<file path="src/rtl/core/s3beq_pkg.sv">
// ============================================================================
// Stereo three-band equalizer package
// Register map, MAC term codes and the sequencer-to-datapath control bundle.
// ============================================================================
package s3beq_pkg;

    localparam int APB_ADDR_BITS = 6;
    localparam int APB_DATA_BITS = 64;
    localparam int REG_SHIFT     = 3;
    localparam int MAX_BANDS     = 3;
    localparam int BAND_BITS     = 2;
    localparam int GAIN_BITS     = 16;
    localparam int GAIN_FRAC     = 15;
    localparam int STEP_BITS     = 3;
    localparam logic [GAIN_BITS-1:0] GAIN_RESET = 16'h8000;
    localparam logic [STEP_BITS-1:0] LAST_STEP  = 3'd4;

    typedef enum logic [2:0] {
        REG_LOW_NUM  = 3'd0,
        REG_LOW_DEN  = 3'd1,
        REG_MID_NUM  = 3'd2,
        REG_MID_DEN  = 3'd3,
        REG_HIGH_NUM = 3'd4,
        REG_HIGH_DEN = 3'd5,
        REG_GAIN     = 3'd6
    } t_reg_idx;

    typedef enum logic [2:0] {
        TERM_B1   = 3'd0,
        TERM_B2   = 3'd1,
        TERM_A1   = 3'd2,
        TERM_A2   = 3'd3,
        TERM_B0   = 3'd4,
        TERM_GAIN = 3'd5
    } t_term;

    typedef struct packed {
        logic                 start;
        logic                 mac;
        logic                 init;
        t_term                term;
        logic                 fin;
        logic                 gain;
        logic                 ch;
        logic [BAND_BITS-1:0] band;
        logic                 rd;
        logic                 rd_ch;
        logic [BAND_BITS-1:0] rd_band;
        logic                 out_load;
    } t_ctl;

endpackage

</file>
<file path="src/rtl/core/stereo_three_band_biquad_eq.sv">
// ============================================================================
// Stereo three-band biquad equalizer
// Low shelf, mid peak and high shelf biquads per channel, then volume gain.
// ============================================================================
// A stereo frame is one transfer on the input channel (i_valid / o_ready) and
// gives one transfer on the output channel (o_valid / i_ready).
// Coefficients and gain sit in an APB-style register file, 64-bit registers
// at byte address 8*i, and are to be written only while the block is idle;
// the block itself does not enforce this.
// One multiplier serves every product: per channel each band multiplies its
// five terms (b1, b2, a1, a2, b0) and rounds, and the gain multiplies once and
// rounds. A new frame is taken only after the previous result has been loaded
// into the output register.
// Filter history lives in a small synchronous memory with one row per band and
// channel; a frame with the restart bit set sees all history as zero.
// Reset loads the default registers (unity filters and gain), empties the
// history and the output register; no clearing pass is needed.
// A finished frame waits in the output register while the receiver stalls,
// and the next frame may be accepted and processed meanwhile; its result is
// held back until the output register is free.
module stereo_three_band_biquad_eq #(
    parameter int SAMPLE_BITS = 24,
    parameter int COEF_BITS   = 20,
    parameter int NUM_BANDS   = 3
) (
    input  logic                                  i_clk,
    input  logic                                  i_rst_n,
    input  logic                                  i_valid,
    output logic                                  o_ready,
    input  logic signed [SAMPLE_BITS-1:0]         i_left_in,
    input  logic signed [SAMPLE_BITS-1:0]         i_right_in,
    input  logic                                  i_restart,
    input  logic                                  i_end_of_block,
    output logic                                  o_valid,
    input  logic                                  i_ready,
    output logic signed [SAMPLE_BITS-1:0]         o_left_eq,
    output logic signed [SAMPLE_BITS-1:0]         o_right_eq,
    output logic                                  o_clipped,
    output logic                                  o_end_of_block_out,
    input  logic                                  psel,
    input  logic                                  penable,
    input  logic                                  pwrite,
    input  logic [s3beq_pkg::APB_ADDR_BITS-1:0]   paddr,
    input  logic [s3beq_pkg::APB_DATA_BITS-1:0]   pwdata,
    output logic [s3beq_pkg::APB_DATA_BITS-1:0]   prdata,
    output logic                                  pready
);

    logic [s3beq_pkg::MAX_BANDS-1:0][3*COEF_BITS-1:0] w_num;
    logic [s3beq_pkg::MAX_BANDS-1:0][2*COEF_BITS-1:0] w_den;
    logic [s3beq_pkg::GAIN_BITS-1:0]                  w_gain;
    s3beq_pkg::t_ctl                                  w_ctl;

    s3beq_regs #(
        .COEF_BITS (COEF_BITS)
    ) u_regs (
        .i_clk   (i_clk),
        .i_rst_n (i_rst_n),
        .psel    (psel),
        .penable (penable),
        .pwrite  (pwrite),
        .paddr   (paddr),
        .pwdata  (pwdata),
        .prdata  (prdata),
        .pready  (pready),
        .o_num   (w_num),
        .o_den   (w_den),
        .o_gain  (w_gain)
    );

    s3beq_seq #(
        .NUM_BANDS (NUM_BANDS)
    ) u_seq (
        .i_clk   (i_clk),
        .i_rst_n (i_rst_n),
        .i_valid (i_valid),
        .o_ready (o_ready),
        .o_valid (o_valid),
        .i_ready (i_ready),
        .o_ctl   (w_ctl)
    );

    s3beq_dp #(
        .SAMPLE_BITS (SAMPLE_BITS),
        .COEF_BITS   (COEF_BITS),
        .NUM_BANDS   (NUM_BANDS)
    ) u_dp (
        .i_clk              (i_clk),
        .i_rst_n            (i_rst_n),
        .i_ctl              (w_ctl),
        .i_num              (w_num),
        .i_den              (w_den),
        .i_gain             (w_gain),
        .i_left_in          (i_left_in),
        .i_right_in         (i_right_in),
        .i_restart          (i_restart),
        .i_end_of_block     (i_end_of_block),
        .o_left_eq          (o_left_eq),
        .o_right_eq         (o_right_eq),
        .o_clipped          (o_clipped),
        .o_end_of_block_out (o_end_of_block_out)
    );

endmodule

</file>
<file path="src/rtl/core/s3beq_regs.sv">
// ============================================================================
// Equalizer configuration registers
// APB-style register file holding the biquad coefficients and the volume gain.
// ============================================================================
module s3beq_regs #(
    parameter int COEF_BITS = 20
) (
    input  logic                                                  i_clk,
    input  logic                                                  i_rst_n,
    input  logic                                                  psel,
    input  logic                                                  penable,
    input  logic                                                  pwrite,
    input  logic [s3beq_pkg::APB_ADDR_BITS-1:0]                   paddr,
    input  logic [s3beq_pkg::APB_DATA_BITS-1:0]                   pwdata,
    output logic [s3beq_pkg::APB_DATA_BITS-1:0]                   prdata,
    output logic                                                  pready,
    output logic [s3beq_pkg::MAX_BANDS-1:0][3*COEF_BITS-1:0]      o_num,
    output logic [s3beq_pkg::MAX_BANDS-1:0][2*COEF_BITS-1:0]      o_den,
    output logic [s3beq_pkg::GAIN_BITS-1:0]                       o_gain
);

    localparam int NUM_W = 3 * COEF_BITS;
    localparam int DEN_W = 2 * COEF_BITS;
    localparam logic [NUM_W-1:0] NUM_RESET = NUM_W'(1) << (COEF_BITS - 3);

    logic [s3beq_pkg::MAX_BANDS-1:0][NUM_W-1:0] r_num;
    logic [s3beq_pkg::MAX_BANDS-1:0][DEN_W-1:0] r_den;
    logic [s3beq_pkg::GAIN_BITS-1:0]            r_gain;
    s3beq_pkg::t_reg_idx                        w_idx;
    logic                                       w_wr;

    assign w_idx  = s3beq_pkg::t_reg_idx'(paddr[s3beq_pkg::APB_ADDR_BITS-1:s3beq_pkg::REG_SHIFT]);
    assign w_wr   = psel && penable && pwrite;
    assign pready = 1'b1;

    always_ff @(posedge i_clk) begin
        if (!i_rst_n) begin
            r_num  <= {s3beq_pkg::MAX_BANDS{NUM_RESET}};
            r_den  <= '0;
            r_gain <= s3beq_pkg::GAIN_RESET;
        end else if (w_wr) begin
            unique case (w_idx)
                s3beq_pkg::REG_LOW_NUM:  r_num[0] <= pwdata[NUM_W-1:0];
                s3beq_pkg::REG_LOW_DEN:  r_den[0] <= pwdata[DEN_W-1:0];
                s3beq_pkg::REG_MID_NUM:  r_num[1] <= pwdata[NUM_W-1:0];
                s3beq_pkg::REG_MID_DEN:  r_den[1] <= pwdata[DEN_W-1:0];
                s3beq_pkg::REG_HIGH_NUM: r_num[2] <= pwdata[NUM_W-1:0];
                s3beq_pkg::REG_HIGH_DEN: r_den[2] <= pwdata[DEN_W-1:0];
                s3beq_pkg::REG_GAIN:     r_gain   <= pwdata[s3beq_pkg::GAIN_BITS-1:0];
                default: ;
            endcase
        end
    end

    always_comb begin
        prdata = '0;
        unique case (w_idx)
            s3beq_pkg::REG_LOW_NUM:  prdata = s3beq_pkg::APB_DATA_BITS'(r_num[0]);
            s3beq_pkg::REG_LOW_DEN:  prdata = s3beq_pkg::APB_DATA_BITS'(r_den[0]);
            s3beq_pkg::REG_MID_NUM:  prdata = s3beq_pkg::APB_DATA_BITS'(r_num[1]);
            s3beq_pkg::REG_MID_DEN:  prdata = s3beq_pkg::APB_DATA_BITS'(r_den[1]);
            s3beq_pkg::REG_HIGH_NUM: prdata = s3beq_pkg::APB_DATA_BITS'(r_num[2]);
            s3beq_pkg::REG_HIGH_DEN: prdata = s3beq_pkg::APB_DATA_BITS'(r_den[2]);
            s3beq_pkg::REG_GAIN:     prdata = s3beq_pkg::APB_DATA_BITS'(r_gain);
            default:                 prdata = '0;
        endcase
    end

    assign o_num  = r_num;
    assign o_den  = r_den;
    assign o_gain = r_gain;

endmodule

</file>
<file path="src/rtl/core/s3beq_seq.sv">
// ============================================================================
// Equalizer sequencer
// Steps the shared MAC through every band and the gain stage of both channels.
// ============================================================================
module s3beq_seq #(
    parameter int NUM_BANDS = 3
) (
    input  logic             i_clk,
    input  logic             i_rst_n,
    input  logic             i_valid,
    output logic             o_ready,
    output logic             o_valid,
    input  logic             i_ready,
    output s3beq_pkg::t_ctl  o_ctl
);

    typedef enum logic [3:0] {
        ST_IDLE  = 4'b0001,
        ST_MAC   = 4'b0010,
        ST_ROUND = 4'b0100,
        ST_DONE  = 4'b1000
    } t_state;

    localparam logic [s3beq_pkg::BAND_BITS-1:0] LAST_BAND =
        s3beq_pkg::BAND_BITS'(NUM_BANDS - 1);

    t_state                             r_state, n_state;
    logic [s3beq_pkg::STEP_BITS-1:0]    r_step, n_step;
    logic [s3beq_pkg::BAND_BITS-1:0]    r_band, n_band;
    logic                               r_ch, n_ch;
    logic                               r_gain, n_gain;
    logic                               r_out_valid, n_out_valid;
    s3beq_pkg::t_ctl                    w_ctl;

    function automatic s3beq_pkg::t_term step_term(input logic [s3beq_pkg::STEP_BITS-1:0] s);
        s3beq_pkg::t_term t;
        case (s)
            3'd0:    t = s3beq_pkg::TERM_B1;
            3'd1:    t = s3beq_pkg::TERM_B2;
            3'd2:    t = s3beq_pkg::TERM_A1;
            3'd3:    t = s3beq_pkg::TERM_A2;
            default: t = s3beq_pkg::TERM_B0;
        endcase
        return t;
    endfunction

    always_comb begin
        n_state     = r_state;
        n_step      = r_step;
        n_band      = r_band;
        n_ch        = r_ch;
        n_gain      = r_gain;
        w_ctl       = '0;
        w_ctl.term  = s3beq_pkg::TERM_B0;
        w_ctl.ch    = r_ch;
        w_ctl.band  = r_band;
        w_ctl.gain  = r_gain;
        unique case (r_state)
            ST_IDLE: begin
                if (i_valid) begin
                    w_ctl.start   = 1'b1;
                    w_ctl.rd      = 1'b1;
                    w_ctl.rd_band = '0;
                    w_ctl.rd_ch   = 1'b0;
                    n_band        = '0;
                    n_ch          = 1'b0;
                    n_gain        = 1'b0;
                    n_step        = '0;
                    n_state       = ST_MAC;
                end
            end
            ST_MAC: begin
                w_ctl.mac  = 1'b1;
                w_ctl.init = (r_step == '0);
                w_ctl.term = r_gain ? s3beq_pkg::TERM_GAIN : step_term(r_step);
                if (r_gain || (r_step == s3beq_pkg::LAST_STEP)) begin
                    n_state = ST_ROUND;
                end else begin
                    n_step = r_step + 1'b1;
                end
            end
            ST_ROUND: begin
                w_ctl.fin = 1'b1;
                n_step    = '0;
                n_state   = ST_MAC;
                if (r_gain) begin
                    if (!r_ch) begin
                        n_ch          = 1'b1;
                        n_band        = '0;
                        n_gain        = 1'b0;
                        w_ctl.rd      = 1'b1;
                        w_ctl.rd_band = '0;
                        w_ctl.rd_ch   = 1'b1;
                    end else begin
                        n_state = ST_DONE;
                    end
                end else if (r_band == LAST_BAND) begin
                    n_gain = 1'b1;
                end else begin
                    n_band        = r_band + 1'b1;
                    w_ctl.rd      = 1'b1;
                    w_ctl.rd_band = r_band + 1'b1;
                    w_ctl.rd_ch   = r_ch;
                end
            end
            ST_DONE: begin
                if (!r_out_valid || i_ready) begin
                    w_ctl.out_load = 1'b1;
                    n_state        = ST_IDLE;
                end
            end
            default: n_state = ST_IDLE;
        endcase
    end

    always_comb begin
        n_out_valid = r_out_valid;
        if (w_ctl.out_load) begin
            n_out_valid = 1'b1;
        end else if (i_ready) begin
            n_out_valid = 1'b0;
        end
    end

    always_ff @(posedge i_clk) begin
        if (!i_rst_n) begin
            r_state     <= ST_IDLE;
            r_step      <= '0;
            r_band      <= '0;
            r_ch        <= 1'b0;
            r_gain      <= 1'b0;
            r_out_valid <= 1'b0;
        end else begin
            r_state     <= n_state;
            r_step      <= n_step;
            r_band      <= n_band;
            r_ch        <= n_ch;
            r_gain      <= n_gain;
            r_out_valid <= n_out_valid;
        end
    end

    assign o_ready = (r_state == ST_IDLE);
    assign o_valid = r_out_valid;
    assign o_ctl   = w_ctl;

endmodule

</file>
<file path="src/rtl/core/s3beq_dp.sv">
// ============================================================================
// Equalizer datapath
// History memory, shared multiply-accumulate unit, rounding and saturation.
// ============================================================================
module s3beq_dp #(
    parameter int SAMPLE_BITS = 24,
    parameter int COEF_BITS   = 20,
    parameter int NUM_BANDS   = 3
) (
    input  logic                                              i_clk,
    input  logic                                              i_rst_n,
    input  s3beq_pkg::t_ctl                                   i_ctl,
    input  logic [s3beq_pkg::MAX_BANDS-1:0][3*COEF_BITS-1:0]  i_num,
    input  logic [s3beq_pkg::MAX_BANDS-1:0][2*COEF_BITS-1:0]  i_den,
    input  logic [s3beq_pkg::GAIN_BITS-1:0]                   i_gain,
    input  logic signed [SAMPLE_BITS-1:0]                     i_left_in,
    input  logic signed [SAMPLE_BITS-1:0]                     i_right_in,
    input  logic                                              i_restart,
    input  logic                                              i_end_of_block,
    output logic signed [SAMPLE_BITS-1:0]                     o_left_eq,
    output logic signed [SAMPLE_BITS-1:0]                     o_right_eq,
    output logic                                              o_clipped,
    output logic                                              o_end_of_block_out
);

    localparam int SW   = SAMPLE_BITS;
    localparam int CW   = COEF_BITS;
    localparam int MW   = (CW > s3beq_pkg::GAIN_BITS) ? CW : s3beq_pkg::GAIN_BITS + 1;
    localparam int PW   = SW + MW;
    localparam int AW   = PW + 3;
    localparam int CF   = CW - 3;
    localparam int ROWS = 2 * NUM_BANDS;
    localparam int RAW  = $clog2(ROWS);
    localparam int RW   = 4 * SW;
    localparam int SELW = s3beq_pkg::BAND_BITS + 1;
    localparam logic signed [AW-1:0] BAND_HALF = AW'(1) << (CF - 1);
    localparam logic signed [AW-1:0] GAIN_HALF = AW'(1) << (s3beq_pkg::GAIN_FRAC - 1);
    localparam logic signed [SW-1:0] SAT_HI    = {1'b0, {(SW - 1){1'b1}}};
    localparam logic signed [SW-1:0] SAT_LO    = {1'b1, {(SW - 1){1'b0}}};

    logic [RW-1:0]              r_mem [ROWS];
    logic [RW-1:0]              r_rd;
    logic                       r_rd_ok;
    logic [ROWS-1:0]            r_row_valid;
    logic signed [PW-1:0]       r_prod;
    logic                       r_prod_sub;
    logic signed [AW-1:0]       r_acc;
    logic signed [SW-1:0]       r_v;
    logic signed [SW-1:0]       r_right;
    logic signed [SW-1:0]       r_res_left;
    logic signed [SW-1:0]       r_res_right;
    logic                       r_clip;
    logic                       r_eob;
    logic signed [SW-1:0]       r_o_left;
    logic signed [SW-1:0]       r_o_right;
    logic                       r_o_clip;
    logic                       r_o_eob;

    logic [SELW-1:0]            w_rd_sel;
    logic [SELW-1:0]            w_wr_sel;
    logic [RAW-1:0]             w_rd_row;
    logic [RAW-1:0]             w_wr_row;
    logic                       w_wr;
    logic                       w_clear;
    logic [RW-1:0]              w_hist;
    logic signed [SW-1:0]       w_x1;
    logic signed [SW-1:0]       w_x2;
    logic signed [SW-1:0]       w_y1;
    logic signed [SW-1:0]       w_y2;
    logic [3*CW-1:0]            w_num;
    logic [2*CW-1:0]            w_den;
    logic signed [MW-1:0]       w_op_a;
    logic signed [SW-1:0]       w_op_x;
    logic                       w_sub;
    logic signed [PW-1:0]       w_prod;
    logic signed [AW-1:0]       w_acc_sum;
    logic signed [AW-1:0]       w_shift;
    logic [AW-SW:0]             w_top;
    logic                       w_ovf;
    logic signed [SW-1:0]       w_y;
    logic [RW-1:0]              w_new_row;

    assign w_rd_sel = {i_ctl.rd_band, i_ctl.rd_ch};
    assign w_wr_sel = {i_ctl.band, i_ctl.ch};
    assign w_rd_row = w_rd_sel[RAW-1:0];
    assign w_wr_row = w_wr_sel[RAW-1:0];
    assign w_wr     = i_ctl.fin && !i_ctl.gain;
    assign w_clear  = i_ctl.start && i_restart;

    // Rows that were never written since reset or the last restart read as zero.
    assign w_hist = r_rd_ok ? r_rd : '0;
    assign w_x1   = w_hist[SW-1:0];
    assign w_x2   = w_hist[2*SW-1:SW];
    assign w_y1   = w_hist[3*SW-1:2*SW];
    assign w_y2   = w_hist[4*SW-1:3*SW];

    always_ff @(posedge i_clk) begin
        if (w_wr) begin
            r_mem[w_wr_row] <= w_new_row;
        end
        if (i_ctl.rd) begin
            r_rd <= r_mem[w_rd_row];
        end
    end

    always_ff @(posedge i_clk) begin
        if (!i_rst_n) begin
            r_row_valid <= '0;
            r_rd_ok     <= 1'b0;
        end else begin
            if (w_clear) begin
                r_row_valid <= '0;
            end else if (w_wr) begin
                r_row_valid[w_wr_row] <= 1'b1;
            end
            if (i_ctl.rd) begin
                r_rd_ok <= r_row_valid[w_rd_row] && !w_clear;
            end
        end
    end

    assign w_num = i_num[i_ctl.band];
    assign w_den = i_den[i_ctl.band];

    always_comb begin
        case (i_ctl.term)
            s3beq_pkg::TERM_B1: begin
                w_op_a = MW'($signed(w_num[2*CW-1:CW]));
                w_op_x = w_x1;
            end
            s3beq_pkg::TERM_B2: begin
                w_op_a = MW'($signed(w_num[3*CW-1:2*CW]));
                w_op_x = w_x2;
            end
            s3beq_pkg::TERM_A1: begin
                w_op_a = MW'($signed(w_den[CW-1:0]));
                w_op_x = w_y1;
            end
            s3beq_pkg::TERM_A2: begin
                w_op_a = MW'($signed(w_den[2*CW-1:CW]));
                w_op_x = w_y2;
            end
            s3beq_pkg::TERM_GAIN: begin
                w_op_a = MW'($signed({1'b0, i_gain}));
                w_op_x = r_v;
            end
            default: begin
                w_op_a = MW'($signed(w_num[CW-1:0]));
                w_op_x = r_v;
            end
        endcase
    end

    assign w_sub  = (i_ctl.term == s3beq_pkg::TERM_A1) || (i_ctl.term == s3beq_pkg::TERM_A2);
    assign w_prod = w_op_a * w_op_x;

    assign w_acc_sum = r_prod_sub ? (r_acc - AW'(r_prod)) : (r_acc + AW'(r_prod));
    assign w_shift   = i_ctl.gain ? (w_acc_sum >>> s3beq_pkg::GAIN_FRAC) : (w_acc_sum >>> CF);
    assign w_top     = w_shift[AW-1:SW-1];
    assign w_ovf     = !((&w_top) || !(|w_top));
    assign w_y       = w_ovf ? (w_shift[AW-1] ? SAT_LO : SAT_HI) : w_shift[SW-1:0];
    assign w_new_row = {w_y1, w_y, w_x1, r_v};

    always_ff @(posedge i_clk) begin
        if (i_ctl.mac) begin
            r_prod     <= w_prod;
            r_prod_sub <= w_sub;
            r_acc      <= i_ctl.init ? (i_ctl.gain ? GAIN_HALF : BAND_HALF) : w_acc_sum;
        end
        if (i_ctl.start) begin
            r_v     <= i_left_in;
            r_right <= i_right_in;
            r_eob   <= i_end_of_block;
            r_clip  <= 1'b0;
        end else if (i_ctl.fin) begin
            r_clip <= r_clip || w_ovf;
            if (!i_ctl.gain) begin
                r_v <= w_y;
            end else if (!i_ctl.ch) begin
                r_res_left <= w_y;
                r_v        <= r_right;
            end else begin
                r_res_right <= w_y;
            end
        end
        if (i_ctl.out_load) begin
            r_o_left  <= r_res_left;
            r_o_right <= r_res_right;
            r_o_clip  <= r_clip;
            r_o_eob   <= r_eob;
        end
    end

    assign o_left_eq          = r_o_left;
    assign o_right_eq         = r_o_right;
    assign o_clipped          = r_o_clip;
    assign o_end_of_block_out = r_o_eob;

endmodule

</file>
<file path="config.mk">
export PLATFORM = sky130hd
export DESIGN_NAME = stereo_three_band_biquad_eq
export DESIGN_NICKNAME = d
export VERILOG_FILES = /design/src/rtl/core/s3beq_pkg.sv /design/src/rtl/core/stereo_three_band_biquad_eq.sv /design/src/rtl/core/s3beq_regs.sv /design/src/rtl/core/s3beq_seq.sv /design/src/rtl/core/s3beq_dp.sv
export SDC_FILE = /design/constraint.sdc
export NUM_CORES = 2
export LEC_CHECK = 0
export BUFFER_PORTS_ARGS = -buffer_cell sky130_fd_sc_hd__buf_2
export CAP_MARGIN = 20
export CORE_MARGIN = 2
export CORE_UTILIZATION = 55
export DETAILED_ROUTE_END_ITERATION = 10
export GPL_TIMING_DRIVEN = 1
export HOLD_SLACK_MARGIN = 0.03
export PLACE_DENSITY_LB_ADDON = 0.15
export SYNTH_ARGS = -nofsm -noshare
export SYNTH_HDL_FRONTEND = slang
export SYNTH_HIERARCHICAL = 1
export SYNTH_SLANG_ARGS = --single-unit
</file>
<file path="constraint.sdc">
create_clock -name i_clk -period 12.6 [get_ports i_clk]
set_input_delay 1.26 -clock i_clk [delete_from_list [all_inputs] [get_ports i_clk]]
set_output_delay 1.26 -clock i_clk [all_outputs]
set_load 0.005 [all_outputs]
</file>
-- Word-level counts from Yosys, hierarchy flattened
Memory sizes are Yosys's and may differ from the RTL's. A register that Yosys moved wholly into a read port is not among the register bits.
Cells that the tools add are included.
- $add $sub $neg: 4
- multipliers: 1
- $lt $le $gt $ge: 4
- equal/unequal tests: 27
- multiplexer cells: 60
- bitwise logic cells: 4
- reductions and logical operators: 41
- operators by type and width (cell ; number):
    one-hot mux 60 bit (7 select lines) ; 1
    2-to-1 mux 24 bit ; 6
    binary-select mux 60 bit (select 2 bit) ; 1
    one-hot mux 20 bit (5 select lines) ; 1
    2-to-1 mux 96 bit ; 1
    one-hot mux 24 bit (4 select lines) ; 1
    2-to-1 mux 47 bit ; 2
    binary-select mux 40 bit (select 2 bit) ; 1
    2-to-1 mux 60 bit ; 1
    adder 47 x 44 -> 47 bit ; 1
    subtractor 47 x 44 -> 47 bit ; 1
    multiplier 20 x 24 -> 44 bit ; 1
    2-to-1 mux 40 bit ; 1
    2-to-1 mux 4 bit ; 9
    2-to-1 mux 31 bit ; 1
    AND reduction 24 bit ; 1
    OR reduction 24 bit ; 1
    == test 3 x 2 -> 1 bit, second input constant ; 6
    AND reduction 2 bit ; 9
    2-to-1 mux 17 bit ; 1
    2-to-1 mux 1 bit ; 16
    one-hot mux 4 bit (4 select lines) ; 1
    == test 3 bit, second input constant ; 5
    one-hot mux 3 bit (4 select lines) ; 1
    other kinds (35) ; 71
- register bits: 575
- bits in writable memories: 576
- output and inout bits: 117
- logic and storage cells: 170
- memories kept: 1
- memory list (memory ; depth ; bits a word ; read ports ; clocked after memory_dff ; write ports ; line ; RTL):
    u_dp.r_mem ; 6 ; 96 ; 1 ; 1 ; 1 ; s3beq_dp.sv:41 ; logic [RW-1:0] r_mem [ROWS];

-- Logic depth before layout (Yosys ltp)
- word-level depth: 10
- mapped depth: 42
- depth with buffers taken out: 39

-- Cells and area by module
The synthesis kept the hierarchy.
- by module, submodules not included (module ; times used ; cells each ; area an instance (µm²) ; seq. area each (µm²)):
    s3beq_dp ; 1 ; 4837 ; 58272.1 ; 27516.4
    s3beq_regs ; 1 ; 1428 ; 14009.7 ; 6326.1
    s3beq_seq ; 1 ; 106 ; 948.4 ; 240.2

-- Worst setup path after synthesis
Ideal clock, no wire load.
- path type: reg-to-reg
- start: register u_seq.r_state[3]
- end: register u_dp.r_prod[42] (data pin)
- library setup time: 0.265 ns
- arrival: 9.959 ns
- data required time: 12.335 ns
- slack: 2.376 ns
- cell stages (with the launch flop): 35
- path buffers: 4
- period minus slack after synthesis: 10.224 ns
- path through: dfxtp_1 -> buf_6 -> or4b_4 -> or3_4 -> nor2_2 -> buf_1 -> buf_1 -> mux4_2 -> o21ai_1 -> clkbuf_1 -> nor2_1 -> fa_1 -> inv_1 -> fa_1 -> fa_1 -> inv_1 -> fa_1 -> fa_1 -> fa_1 -> inv_1 -> fa_1 -> inv_1 -> ha_1 -> a21o_1 -> a21o_1 -> a21o_1 -> nor3b_1 -> o21ai_0 -> nand2_1 -> o21ai_0 -> a2111oi_0 -> o21ai_0 -> a21oi_1 -> o21ai_0 -> xor2_1
- RTL lines (element ; line ; RTL):
    from (decl) ; s3beq_seq.sv:27 ; t_state r_state, n_state;
    from (signal assigned) ; s3beq_seq.sv:134 ; r_state <= n_state;
    to (signal assigned) ; s3beq_dp.sv:166 ; r_prod <= w_prod;
    to (decl) ; s3beq_dp.sv:45 ; logic signed [PW-1:0] r_prod;

==> impl_metrics.tcl <==
set metrics [dict create \
    status "finished clean" \
    yosysMostFrequentCell "edfxtp_1" \
    criticalPathCategory "flip-flop to flip-flop" \
    grt_max_degree 112 \
    clk_latency_ns 0.77 \
    portBuffers 231 \
    grt_usage_pct 29.85 \
    overflow 0 \
    cts_tree "yes" \
    seq_area_um2 34090 \
    diodes 0 \
    antenna_left 0 \
    fin_cells 8328 \
    synth_top_family_by_area "adder cells" \
    dieArea_um2 136100 \
    drt_pre_antenna_iters 5 \
    p_sw_mw 4.098 \
    worst_clock_skew_ns 0.04585 \
    cts_buffers 133 \
    fin_crit_sh_pct 92.17 \
    synth_compound_area_share_pct 7.489 \
    synth_fa_ha_area_share_pct 16.39 \
    synth-edff-count 911 \
    p_sw_share_pct 33.73 \
    rows 133 \
    ys_seq_area_share_pct 46.54 \
    worst_pin_slew_ns 1.158 \
    crit_top_cell "fa_1" \
    max_stage_delay_ns 0.75 \
    coreArea_um2 131800 \
    comb_power_share_pct 28.2 \
    gp_congestion 0.9240 \
    die_h_um 368.9 \
    fp.dieW_um 368.9 \
    clockBufferDepth 3 \
    cts_hold_buf 0 \
    clkPwrFrac_pct 32.0 \
    setup.worst_path.end "u_dp/r_prod[42]$_DFFE_PP_" \
    layout-drive-gt1-share_pct 11.70 \
    cts_htree_levels 4 \
    p_per_area_nw_per_um2 151.2 \
    ys_types 101 \
    synth.avg_cell_area_um2 11.49 \
    synth_common_cells "911 x edfxtp_1, 786 x nand2_1, 641 x inv_1" \
    antenna_found_initial 4 \
    synth_xor_xnor_area_share_pct 1.627 \
    reg2regPathDepth 35 \
    worstSetupStartpoint "u_seq/r_state[1]$_SDFFE_PN0P_" \
    initial_utilization_pct 55.56 \
    crit_slowest_cell "a2111oi_0" \
    power_frac_seq_pct 39.8 \
    cp-end-kind "flip-flop" \
    yosys_most_used_dff "edfxtp_1" \
    finalPower_mw 12.15 \
    syn_to_final_growth_pct 9.703 \
    yosysTopAreaCell "edfxtp_1" \
    critPathBufInv 6 \
    syn_area_um2 73230 \
    synth_area_leaders "edfxtp_1 37%, fa_1 14%, dfxtp_1 9.2%" \
    clkTransAtPathRegs_ns 0.06 \
    cp-start-kind "flip-flop" \
    avgViaCountPerCell 5.962 \
    grt_pass1_vias 50060 \
    rr_startpoint "u_seq/r_state[1]$_SDFFE_PN0P_" \
    final-max-slew-violation-count 0 \
    cp_data_required_time_ns 13.07 \
    synth_mux_area_share_pct 12.22 \
    ioPinCount 244 \
    synth_top_cell_area_share_pct 37.36 \
    yosys.area_share.simple_pct 10.11 \
    grt_pass1_wl_mm 305.5 \
    dpl.cell_count 8080 \
    yosys_warnings 6 \
    setup_viol 0 \
    syn_inst 6371 \
    via_count 49650 \
    fmax_mhz 86.10 \
    slew_headroom_pct 22.77 \
    async_flop_share_pct 0 \
    fin_area_um2 80340 \
    min_path_type "flip-flop to flip-flop" \
    wire_per_inst_um 24.43 \
    place_area_um2 75980 \
    fin_util_pct 60.95 \
    final_nets 7254 \
    worst-r2r-setup-slack_ns 0.99 \
    reg2reg_to "u_dp/r_prod[42]$_DFFE_PP_" \
    ir_drop_mv 0.1134 \
    hold_violations 0 \
    rsz0062_at_grt "false" \
    ctsResizeCount 0 \
    drt_iter0_drc 4840 \
    worstPathArrival_ns 12.08 \
    drcViolationCount 0 \
    period_needed_ns 11.61 \
    hpwl_mm 138.3 \
    drt-total-wl_mm 203.4 \
    maxCapViolations 0 \
    ys_ff_latch 1247 \
    p_leak_nw 30.23 \
    path_depth 35 \
    cts_sinks 1247 \
    root_buffer "clkbuf_16" \
    p_int_mw 8.051 \
    fillers 10630 \
    multi_input_area_um2 35300 \
    postCtsSetupBuffers 0 \
    critical_path.top_delay_family "adder cells" \
    setup_tns_ns 0 \
    cp_max_fo 24 \
]
flip-flops by register name (all words and copies together), names as in the netlist, 6 cells and up:
name              count
u_regs/o_den        120
u_dp/r_row_valid      6
u_dp/r_right         24
u_dp/r_mem          576
u_dp/r_prod          44
u_dp/r_res_right     24
u_regs/o_num        180
u_dp/o_left_eq       24
u_dp/o_right_eq      24
u_dp/r_rd            96
u_dp/r_acc           47
u_dp/r_v             24
u_dp/r_res_left      24
u_regs/o_gain        16
worst min path at each step:
stage	from	endpoint	slack [ns]	cells past startpoint
2_1_floorplan	u_dp/r_clip$_SDFFE_PP0P_	u_dp/o_clipped$_DFFE_PP_	0.40	0
3_3_place_gp	u_dp/r_res_right[9]$_DFFE_PP_	u_dp/o_right_eq[9]$_DFFE_PP_	0.40	0
5_1_grt	u_dp/r_res_right[5]$_DFFE_PP_	u_dp/o_right_eq[5]$_DFFE_PP_	0.42	0
4_1_cts	u_dp/r_res_left[2]$_DFFE_PP_	u_dp/o_left_eq[2]$_DFFE_PP_	0.42	0
6_report	u_dp/r_res_left[2]$_DFFE_PP_	u_dp/o_left_eq[2]$_DFFE_PP_	0.41	0
3_5_place_dp	u_dp/r_res_left[2]$_DFFE_PP_	u_dp/o_left_eq[2]$_DFFE_PP_	0.40	0
kinds of logic after synthesis:
kind of cell,Yosys count
xor+xnor,136
simple gates,1702
mux,749
fa+ha+maj,663
other cells,2
buf+inv,1024
flops,1247
compound gates,848
layout by cell type (no fill, tap or decap), drive strengths merged, types with 18 or more instances in the layout:
| master | synthesis | layout |
|---|---|---|
| nor3b | 22 | 22 |
| xnor2 | 103 | 103 |
| o21a | 19 | 19 |
| a21o | 46 | 46 |
| ha | 169 | 169 |
| inv | 641 | 654 |
| o21ai | 149 | 149 |
| dfxtp | 336 | 336 |
| edfxtp | 911 | 911 |
| nand2 | 787 | 787 |
| nor2b | 52 | 52 |
| clkinv | 2 | 51 |
| mux4 | 112 | 112 |
| a211oi | 18 | 18 |
| o22ai | 20 | 20 |
| a2bb2oi | 31 | 31 |
| nor2 | 536 | 536 |
| and2 | 100 | 100 |
| a21oi | 323 | 323 |
| nand4 | 25 | 25 |
| fa | 494 | 494 |
| xor2 | 33 | 33 |
| o221ai | 18 | 18 |
| a32oi | 23 | 23 |
| clkbuf | 250 | 172 |
| buf | 131 | 336 |
| nand2b | 49 | 49 |
| a22o | 47 | 47 |
| o211ai | 35 | 35 |
| mux2 | 37 | 37 |
| o21bai | 19 | 19 |
| nor3 | 39 | 39 |
| mux2i | 600 | 600 |
| nand3 | 29 | 29 |
| a22oi | 28 | 28 |
layer usage:
| layer | global-route usage (%) | share of wire [%] |
|---|---|---|
| met1 | 40.74 | 41 |
| met2 | 47.64 | 47 |
| met3 | 5.938 | 8.2 |
| met4 | 10.75 | 3.8 |
| met5 | 0 | 0 |
layout make-up:
class	count	share of cell area (%)
flip-flops and latches	1247	42.44
inverters	643	3.012
well taps	1755	2.733
clock buffers	172	4.426
multi-input cells	4103	43.95
clock inverters	72	0.9407
repair buffers	336	2.504
power groups by stage:
stage,combinational [mW],clock [mW],sequential (mW)
4_1_cts,3.42,3.94,4.83
3_3_place_gp,3.35,0,4.91
6_report,3.43,3.89,4.83
2_1_floorplan,2.27,0,4.86
3_5_place_dp,3.40,0,4.92
5_1_grt,3.76,4.10,4.84
per-stage QoR:
step,hold WS [ns],worst slack [ns]
detailed placement,0.4045,1.103
global placement,0.4016,1.224
global route,0.4215,0.2961
floorplan,0.3991,2.376
finish,0.4143,0.9862
CTS,0.4155,1.030
No activity file was read; power rests on OpenSTA's default activity.
